## src/sv/ckbh_pkg.sv

```systemverilog
package ckbh_pkg;

  // one input transaction
  typedef struct packed {
    logic [7:0] key_byte;
    logic       has_byte;
    logic       last;
  } in_item_t;

  // one result transaction
  typedef struct packed {
    logic [31:0] hash_value;
    logic [31:0] bucket;
  } out_item_t;

  // status of the queue between front and back
  typedef struct packed {
    logic empty;
    logic full;
  } q_stat_t;

  // back end sequencer states
  typedef enum logic [2:0] {
    ST_IDLE,
    ST_FIN,
    ST_MIX1,
    ST_MIX2,
    ST_DIV,
    ST_DONE
  } back_state_t;

  localparam logic [31:0] TABLE_SIZE_RST = 32'd1024;
  localparam logic [7:0]  CASE_OFFSET    = 8'h20;

  // one-at-a-time finalization
  function automatic logic [31:0] oaat_final(input logic [31:0] h_in);
    logic [31:0] h;
    h = h_in;
    h = h + (h << 3);
    h = h ^ (h >> 11);
    h = h + (h << 15);
    return h;
  endfunction

  // first half of the extra mixing pass
  function automatic logic [31:0] mix_first(input logic [31:0] m_in);
    logic [31:0] m;
    m = m_in;
    m = m + ~(m << 9);
    m = m ^ {m[13:0], m[31:14]};
    return m;
  endfunction

  // second half of the extra mixing pass
  function automatic logic [31:0] mix_second(input logic [31:0] m_in);
    logic [31:0] m;
    m = m_in;
    m = m + (m << 4);
    m = m ^ {m[9:0], m[31:10]};
    return m;
  endfunction

endpackage

```

## src/sv/case_folded_key_bucket_hash.sv

```systemverilog
// Case-folded key hash with bucket index.
// Input channel: one key byte per transaction with has_byte and last flags,
// taken on in_push while in_full is low. Bytes A..Z are folded to lower case
// and mixed into a one-at-a-time accumulator, one byte per cycle.
// Result channel: one transaction per key (an item with last set), shown on
// out_data while out_empty is low and taken on out_pop. hash_value is the
// finalized one-at-a-time hash; bucket is the remixed hash modulo table_size
// (0 when table_size is 0).
// Config: cfg_we writes table_size from cfg_wdata (reset 1024). The user must
// write it only while idle; the block does not enforce this. Back end states:
// FIN, MIX1, MIX2, DIV (skipped with table_size 0), DONE. Throughput: one byte
// per cycle while in_full is low. The back end takes no new key until the
// last result is popped; its bit-serial restoring divider gives one quotient
// bit per cycle. A queue of QUEUE_DEPTH finished keys lets bytes keep flowing
// meanwhile. A stalled receiver holds the result; the queue then fills and
// in_full rises. Reset clears the accumulator, the queue and the sequencer.
module case_folded_key_bucket_hash #(
  parameter int QUEUE_DEPTH = 4
) (
  input  logic                clk,
  input  logic                rst_n,
  input  logic                in_push,
  output logic                in_full,
  input  ckbh_pkg::in_item_t  in_data,
  output logic                out_empty,
  input  logic                out_pop,
  output ckbh_pkg::out_item_t out_data,
  input  logic                cfg_we,
  input  logic [31:0]         cfg_wdata
);
  import ckbh_pkg::*;

  logic [31:0] table_size_r;
  q_stat_t     q_stat;
  logic        q_push;
  logic        q_pop;
  logic [31:0] q_wdata;
  logic [31:0] q_rdata;

  // table size register
  always_ff @(posedge clk) begin
    if (!rst_n) begin
      table_size_r <= TABLE_SIZE_RST;
    end else if (cfg_we) begin
      table_size_r <= cfg_wdata;
    end
  end

  ckbh_front u_front (
    .clk     (clk),
    .rst_n   (rst_n),
    .in_push (in_push),
    .in_data (in_data),
    .q_stat  (q_stat),
    .in_full (in_full),
    .q_push  (q_push),
    .q_wdata (q_wdata)
  );

  ckbh_fifo #(
    .DEPTH (QUEUE_DEPTH)
  ) u_fifo (
    .clk   (clk),
    .rst_n (rst_n),
    .push  (q_push),
    .wdata (q_wdata),
    .pop   (q_pop),
    .rdata (q_rdata),
    .stat  (q_stat)
  );

  ckbh_back u_back (
    .clk        (clk),
    .rst_n      (rst_n),
    .table_size (table_size_r),
    .q_stat     (q_stat),
    .q_rdata    (q_rdata),
    .q_pop      (q_pop),
    .out_empty  (out_empty),
    .out_pop    (out_pop),
    .out_data   (out_data)
  );

endmodule

```

## src/sv/ckbh_front.sv

```systemverilog
module ckbh_front (
  input  logic               clk,
  input  logic               rst_n,
  input  logic               in_push,
  input  ckbh_pkg::in_item_t in_data,
  input  ckbh_pkg::q_stat_t  q_stat,
  output logic               in_full,
  output logic               q_push,
  output logic [31:0]        q_wdata
);
  import ckbh_pkg::*;

  logic [31:0] acc_r;
  logic [31:0] acc_nxt;
  logic [7:0]  folded;
  logic [31:0] acc_add;
  logic [31:0] acc_sh;
  logic [31:0] acc_step;
  logic        accept;

  // fold ascii upper case and run one accumulator step
  always_comb begin
    folded   = (in_data.key_byte inside {[8'h41:8'h5A]}) ?
               (in_data.key_byte + CASE_OFFSET) : in_data.key_byte;
    acc_add  = acc_r + {24'd0, folded};
    acc_sh   = acc_add + (acc_add << 10);
    acc_step = in_data.has_byte ? (acc_sh ^ (acc_sh >> 5)) : acc_r;
  end

  // handshake and hand-off of a finished key to the queue
  always_comb begin
    in_full = q_stat.full;
    accept  = in_push & ~q_stat.full;
    q_push  = accept & in_data.last;
    q_wdata = acc_step;
    acc_nxt = acc_r;
    if (accept) begin
      acc_nxt = in_data.last ? 32'd0 : acc_step;
    end
  end

  always_ff @(posedge clk) begin
    if (!rst_n) begin
      acc_r <= 32'd0;
    end else begin
      acc_r <= acc_nxt;
    end
  end

endmodule

```

## src/sv/ckbh_fifo.sv

```systemverilog
module ckbh_fifo #(
  parameter int DEPTH = 4
) (
  input  logic              clk,
  input  logic              rst_n,
  input  logic              push,
  input  logic [31:0]       wdata,
  input  logic              pop,
  output logic [31:0]       rdata,
  output ckbh_pkg::q_stat_t stat
);
  import ckbh_pkg::*;

  localparam int AW = (DEPTH > 1) ? $clog2(DEPTH) : 1;
  localparam int CW = $clog2(DEPTH + 1);
  localparam logic [AW-1:0] LAST_IDX = AW'(DEPTH - 1);
  localparam logic [CW-1:0] FULL_CNT = CW'(DEPTH);

  logic [31:0]   mem [DEPTH];
  logic [AW-1:0] wr_ptr_r, wr_ptr_nxt;
  logic [AW-1:0] rd_ptr_r, rd_ptr_nxt;
  logic [CW-1:0] cnt_r, cnt_nxt;
  logic          do_push;
  logic          do_pop;

  // status and pointer updates
  always_comb begin
    stat.empty = (cnt_r == '0);
    stat.full  = (cnt_r == FULL_CNT);
    do_push    = push & ~stat.full;
    do_pop     = pop & ~stat.empty;
    wr_ptr_nxt = wr_ptr_r;
    rd_ptr_nxt = rd_ptr_r;
    cnt_nxt    = cnt_r;
    if (do_push) begin
      wr_ptr_nxt = (wr_ptr_r == LAST_IDX) ? '0 : wr_ptr_r + AW'(1);
    end
    if (do_pop) begin
      rd_ptr_nxt = (rd_ptr_r == LAST_IDX) ? '0 : rd_ptr_r + AW'(1);
    end
    if (do_push && !do_pop) begin
      cnt_nxt = cnt_r + CW'(1);
    end else if (do_pop && !do_push) begin
      cnt_nxt = cnt_r - CW'(1);
    end
  end

  assign rdata = mem[rd_ptr_r];

  // storage
  always_ff @(posedge clk) begin
    if (do_push) begin
      mem[wr_ptr_r] <= wdata;
    end
  end

  always_ff @(posedge clk) begin
    if (!rst_n) begin
      wr_ptr_r <= '0;
      rd_ptr_r <= '0;
      cnt_r    <= '0;
    end else begin
      wr_ptr_r <= wr_ptr_nxt;
      rd_ptr_r <= rd_ptr_nxt;
      cnt_r    <= cnt_nxt;
    end
  end

  // the front never offers a finished key to a full queue
  a_no_push_full: assert property (@(posedge clk) disable iff (!rst_n)
    push |-> !stat.full)
    else $error("push into full queue");

  // fill count stays within depth
  a_cnt_range: assert property (@(posedge clk) disable iff (!rst_n)
    cnt_r <= FULL_CNT)
    else $error("queue count out of range");

  // a push alone grows the count by one
  a_cnt_grow: assert property (@(posedge clk) disable iff (!rst_n)
    (do_push && !do_pop) |=> cnt_r == $past(cnt_r) + CW'(1))
    else $error("queue count did not grow");

endmodule

```

## src/sv/ckbh_back.sv

```systemverilog
module ckbh_back (
  input  logic                clk,
  input  logic                rst_n,
  input  logic [31:0]         table_size,
  input  ckbh_pkg::q_stat_t   q_stat,
  input  logic [31:0]         q_rdata,
  output logic                q_pop,
  output logic                out_empty,
  input  logic                out_pop,
  output ckbh_pkg::out_item_t out_data
);
  import ckbh_pkg::*;

  back_state_t state_r, state_nxt;
  logic [31:0] hash_r;
  logic [31:0] m_r;
  logic [31:0] rem_r;
  logic [4:0]  cnt_r;
  logic [32:0] trial;
  logic [32:0] diff;

  // next state
  always_comb begin
    state_nxt = state_r;
    case (state_r)
      ST_IDLE: begin
        if (!q_stat.empty) state_nxt = ST_FIN;
      end
      ST_FIN:  state_nxt = ST_MIX1;
      ST_MIX1: state_nxt = ST_MIX2;
      ST_MIX2: state_nxt = (table_size == 32'd0) ? ST_DONE : ST_DIV;
      ST_DIV: begin
        if (cnt_r == 5'd0) state_nxt = ST_DONE;
      end
      ST_DONE: begin
        if (out_pop) state_nxt = ST_IDLE;
      end
      default: state_nxt = ST_IDLE;
    endcase
  end

  // outputs
  always_comb begin
    q_pop               = (state_r == ST_IDLE) && !q_stat.empty;
    out_empty           = (state_r != ST_DONE);
    out_data.hash_value = hash_r;
    out_data.bucket     = rem_r;
  end

  // one restoring division step
  always_comb begin
    trial = {rem_r, m_r[cnt_r]};
    diff  = trial - {1'b0, table_size};
  end

  // datapath
  always_ff @(posedge clk) begin
    case (state_r)
      ST_IDLE: hash_r <= q_rdata;
      ST_FIN: begin
        hash_r <= oaat_final(hash_r);
        m_r    <= oaat_final(hash_r);
      end
      ST_MIX1: m_r <= mix_first(m_r);
      ST_MIX2: begin
        m_r   <= mix_second(m_r);
        rem_r <= 32'd0;
        cnt_r <= 5'd31;
      end
      ST_DIV: begin
        rem_r <= diff[32] ? trial[31:0] : diff[31:0];
        cnt_r <= cnt_r - 5'd1;
      end
      default: ;
    endcase
  end

  always_ff @(posedge clk) begin
    if (!rst_n) begin
      state_r <= ST_IDLE;
    end else begin
      state_r <= state_nxt;
    end
  end

  // partial remainder stays below the divisor
  a_rem_below: assert property (@(posedge clk) disable iff (!rst_n)
    (state_r == ST_DIV) |-> rem_r < table_size)
    else $error("partial remainder not below divisor");

  // a finished bucket is a valid table index
  a_bucket_range: assert property (@(posedge clk) disable iff (!rst_n)
    (state_r == ST_DONE && table_size != 32'd0) |-> out_data.bucket < table_size)
    else $error("bucket out of range");

  // a result appears only after the mixing or the division
  a_result_src: assert property (@(posedge clk) disable iff (!rst_n)
    $fell(out_empty) |-> ($past(state_r) == ST_DIV || $past(state_r) == ST_MIX2))
    else $error("result shown without computation");

endmodule

```

## config.mk

```make
export PLATFORM = sky130hd
export DESIGN_NAME = case_folded_key_bucket_hash
export DESIGN_NICKNAME = d
export VERILOG_FILES = /design/src/sv/ckbh_pkg.sv /design/src/sv/case_folded_key_bucket_hash.sv /design/src/sv/ckbh_front.sv /design/src/sv/ckbh_fifo.sv /design/src/sv/ckbh_back.sv
export SDC_FILE = /design/constraint.sdc
export NUM_CORES = 1
export LEC_CHECK = 0
export ABC_AREA = 1
export BUFFER_PORTS_ARGS = -buffer_cell sky130_fd_sc_hd__buf_4
export CAP_MARGIN = 10
export CORE_MARGIN = 5
export CORE_UTILIZATION = 60
export CTS_BUF_LIST = sky130_fd_sc_hd__clkbuf_4
export DETAILED_ROUTE_END_ITERATION = 8
export MAX_ROUTING_LAYER = met4
export PLACE_DENSITY = 0.8
export SLEW_MARGIN = 20
export SYNTH_ARGS = -nofsm -noshare
export SYNTH_HDL_FRONTEND = slang
export SYNTH_HIERARCHICAL = 1
export SYNTH_SLANG_ARGS = --single-unit
```

## constraint.sdc

```tcl
create_clock -name clk -period 5.3 [get_ports clk]
set_input_delay 1.06 -clock clk [delete_from_list [all_inputs] [get_ports clk]]
set_output_delay 1.06 -clock clk [all_outputs]
set_load 0.02 [all_outputs]
```

==> results.yml <==
clock_network:
  h-tree-depth: 3
  worstSkewPairLatency_ps: 830
  clk_path_buf_depth: 3
  cts_buffers: 80
  root_buffer: "clkbuf_4"
  postCtsHoldBufs: 0
  clkTransAtPathRegs_ps: 70
  cts-resized-gates: 0
  post_cts_buffers: 0
  cts_tree: "built"
  cts_sinks: 305
drt:
  wl_um: 80100
  drtPass1Iterations: 8
  drt-vias-per-instance: 5.67
  ant_nets: 0
  vias: 25098
  first_iter_violations: 2397
  routedWlPerCell_um: 18.1
  drcViolationCount: 0
synthesis:
  synth-seq-area-share: 0.327
  synth.distinct_cells: 62
  syn_area_mm2: 0.0257
  syn_avg_cell_area_um2: 7.03
  netlist_instances: 3653
  yosys_warnings: 6
  syn_nets: 3866
  yosys.area.top_type: "edfxtp_1"
  async_flop_share: 0
  synth_edf_count: 229
  synth_seq_cells: 305
  synth_top_area_frac: 0.268
  synthFlopType: "edfxtp_1"
  yosys-top-cells-area: "edfxtp_1, nand2_1, ha_1"
grt:
  grt_pass1_vias: 23150
  grt_usage: 0.340
  grt_max_degree: 65
  grt_pass1_wl_um: 124000
  grt-ovfl-total: 0
  antenna_found_initial: 3
cells_and_area:
  syn2layout_area_growth_pct: 9.76
  nets: 4030
  layout-drive-gt1-share: 0.120
  multi_input_area_mm2: 0.0151
  fill_cells: 3870
  final_common_cell: "nand2_1"
  ff_latch_area_mm2: 0.00840
  final_cell_mix: "nand2_1, inv_1, nor2_1"
  fin_util: 0.669
critical_path:
  critPathMostFrequentCell: "nand2_1"
  crit_path_end_kind: "flip-flop"
  r2r_setup_slack_ps: 630
  max_stage_delay_ps: 480
  crit_type: "reg -> reg"
  reg2regPathDepth: 22
  worstPathCellList: "ha_1 > inv_1 > fa_1 > inv_1 > nand2_1 > nand2_1 > nand2_1 > o21bai_2 > nand2_1 > nand2_1 > xor2_1 > xor2_1 > ha_1 > nand2_1 > o21ai_0 > nand2_1 > o211ai_1 > a21oi_1 > o21ai_0 > nand2_1 > nand3_1 > nand3_1"
  r2r-start: "u_back/hash_r[3]$_DFFE_PP_"
  path_delay_family: "compound AO/OA/AOI/OAI gates"
  path_buf_inv: 2
  slowest_stage: "edfxtp_1"
  crit_path_start_kind: "flip-flop"
  arrival_ps: 5240
  crit_fanout: 4
  r2r_end: "u_back/m_r[28]$_DFFE_PP_"
  required_ps: 5870
floorplan:
  num_rows: 75
  die_y_um: 217
  start_util: 0.610
  coreArea_mm2: 0.0421
  pin_count: 113
  die_x_um: 217
  die_area_mm2: 0.0471
place:
  port_buffers: 112
  pre_cts_ws_ps: 6.51
  gp_congestion: 1.04
  hpwlAfterDp_um: 62500
sta:
  finalCritPeriodShare: 0.881
  hold_viol: 0
  setup_violations: 0
  worstMarginPinSlew_ps: 1090
  clock.fmax_mhz: 214
  fin_worst_skew_ps: 84.9
  rsz0062_at_grt: "no"
  finalCriticalPeriod_ps: 4670
  slew-limit-headroom: 0.274
  drv_slew: 0
  timing.final.ws_setup_ps: 632
  setup_tns_ps: 0
run:
  maxCapViolCount: 0
worst_hold_path:
  holdPathEnd: "table_size_r[28]$_SDFFE_PN0P_"
  min_path_cells: 2
  worstHoldPathType: "reg -> reg"
  hp-start: "table_size_r[28]$_SDFFE_PN0P_"
run_status:
  status: "finished, final reports clean"
cell usage after synthesis (9+ instances only):
master,instances
a21o_1,12
a21oi_1,213
and2_1,18
buf_2,20
buf_6,21
clkbuf_1,32
dfxtp_1,76
edfxtp_1,229
ha_1,160
inv_1,429
inv_2,29
nand2_1,921
nand2_2,42
nand2_4,9
nand3_1,361
nand3_2,17
nand3b_1,10
nand4_1,51
nor2_1,433
nor2_2,9
nor3_1,32
nor4_1,12
o211ai_1,15
o21a_1,12
o21ai_0,165
o21ai_1,44
o21ai_2,9
o21bai_1,11
o22ai_1,34
or2_2,11
xnor2_1,37
xor2_1,106
worst max path at each step:
stage                                     from                     endpoint  slack [ps]  cells past startpoint
finish              u_back/hash_r[3]$_DFFE_PP_     u_back/m_r[28]$_DFFE_PP_         630                     22
global placement                    in_data[5]  u_fifo/mem[3][22]$_DFFE_PP_          90                     32
floorplan                           in_data[5]  u_fifo/mem[0][21]$_DFFE_PP_         530                     31
global route        u_back/hash_r[3]$_DFFE_PP_     u_back/m_r[28]$_DFFE_PP_         300                     22
detailed placement                  in_data[5]  u_fifo/mem[0][22]$_DFFE_PP_           7                     32
CTS                 u_back/hash_r[3]$_DFFE_PP_     u_back/m_r[28]$_DFFE_PP_         700                     22
worst reg2reg max path: stages (launching register included):
cell	delay [ps]
edfxtp_1	480
ha_1	210
inv_1	50
fa_1	390
inv_1	70
nand2_1	60
nand2_1	100
nand2_1	100
o21bai_2	260
nand2_1	80
nand2_1	110
xor2_1	380
xor2_1	370
ha_1	270
nand2_1	60
o21ai_0	360
nand2_1	100
o211ai_1	240
a21oi_1	210
o21ai_0	190
nand2_1	90
nand3_1	160
nand3_1	100
stage by stage:
stage          hold slack (ps)  std cells  cell area, um2
6_report                   488       4424           28200
4_1_cts                    402       4420           28200
5_1_grt                    449       4423           28200
3_5_place_dp               481       4274           27100
2_1_floorplan              450       3653           25700
3_3_place_gp               476       4274           27100
per-layer routing:
| layer | vias to the layer above | global-route usage | part of all wire |
|---|---|---|---|
| met1 | 11411 | 0.442 | 0.42 |
| met2 | 1022 | 0.549 | 0.46 |
| met4 | 0 | 0.116 | 0.033 |
| met3 | 158 | 0.0542 | 0.083 |
| li1 | 12507 | - | - |
| met5 | - | - | 0 |
layout make-up:
class / instances / area share
clock buffers: 114 / 0.0304
inverters: 461 / 0.0618
flip-flops and latches: 305 / 0.298
multi-input cells: 2806 / 0.535
clock inverters: 32 / 0.00728
repair buffers: 163 / 0.0434
diodes: 4 / 0.000355
well taps: 539 / 0.0239
kinds of logic after synthesis:
| group | share of synthesized area |
|---|---|
| AOI/OAI and AO/OA | 0.119 |
| xor gates and xnor gates | 0.0539 |
| adders and majority gates | 0.0826 |
| buffers and inverters | 0.0878 |
| DFF | 0.327 |
| and+or+nand+nor | 0.330 |
state kept, by name, indices dropped and copies added, names as in the netlist, named ones only:
| register | count |
|---|---|
| u_fifo/mem | 128 |
| table_size_r | 32 |
| u_back/hash_r | 32 |
| u_back/m_r | 32 |
| u_back/rem_r | 32 |
| u_front/acc_r | 32 |
| u_back/cnt_r | 5 |
| u_back/state_r | 3 |
| u_fifo/cnt_r | 3 |
| u_fifo/rd_ptr_r | 2 |
| u_fifo/wr_ptr_r | 2 |
Power is not shown: default switching activity piles up to over one toggle a cycle in this logic, so the estimate is an artifact.
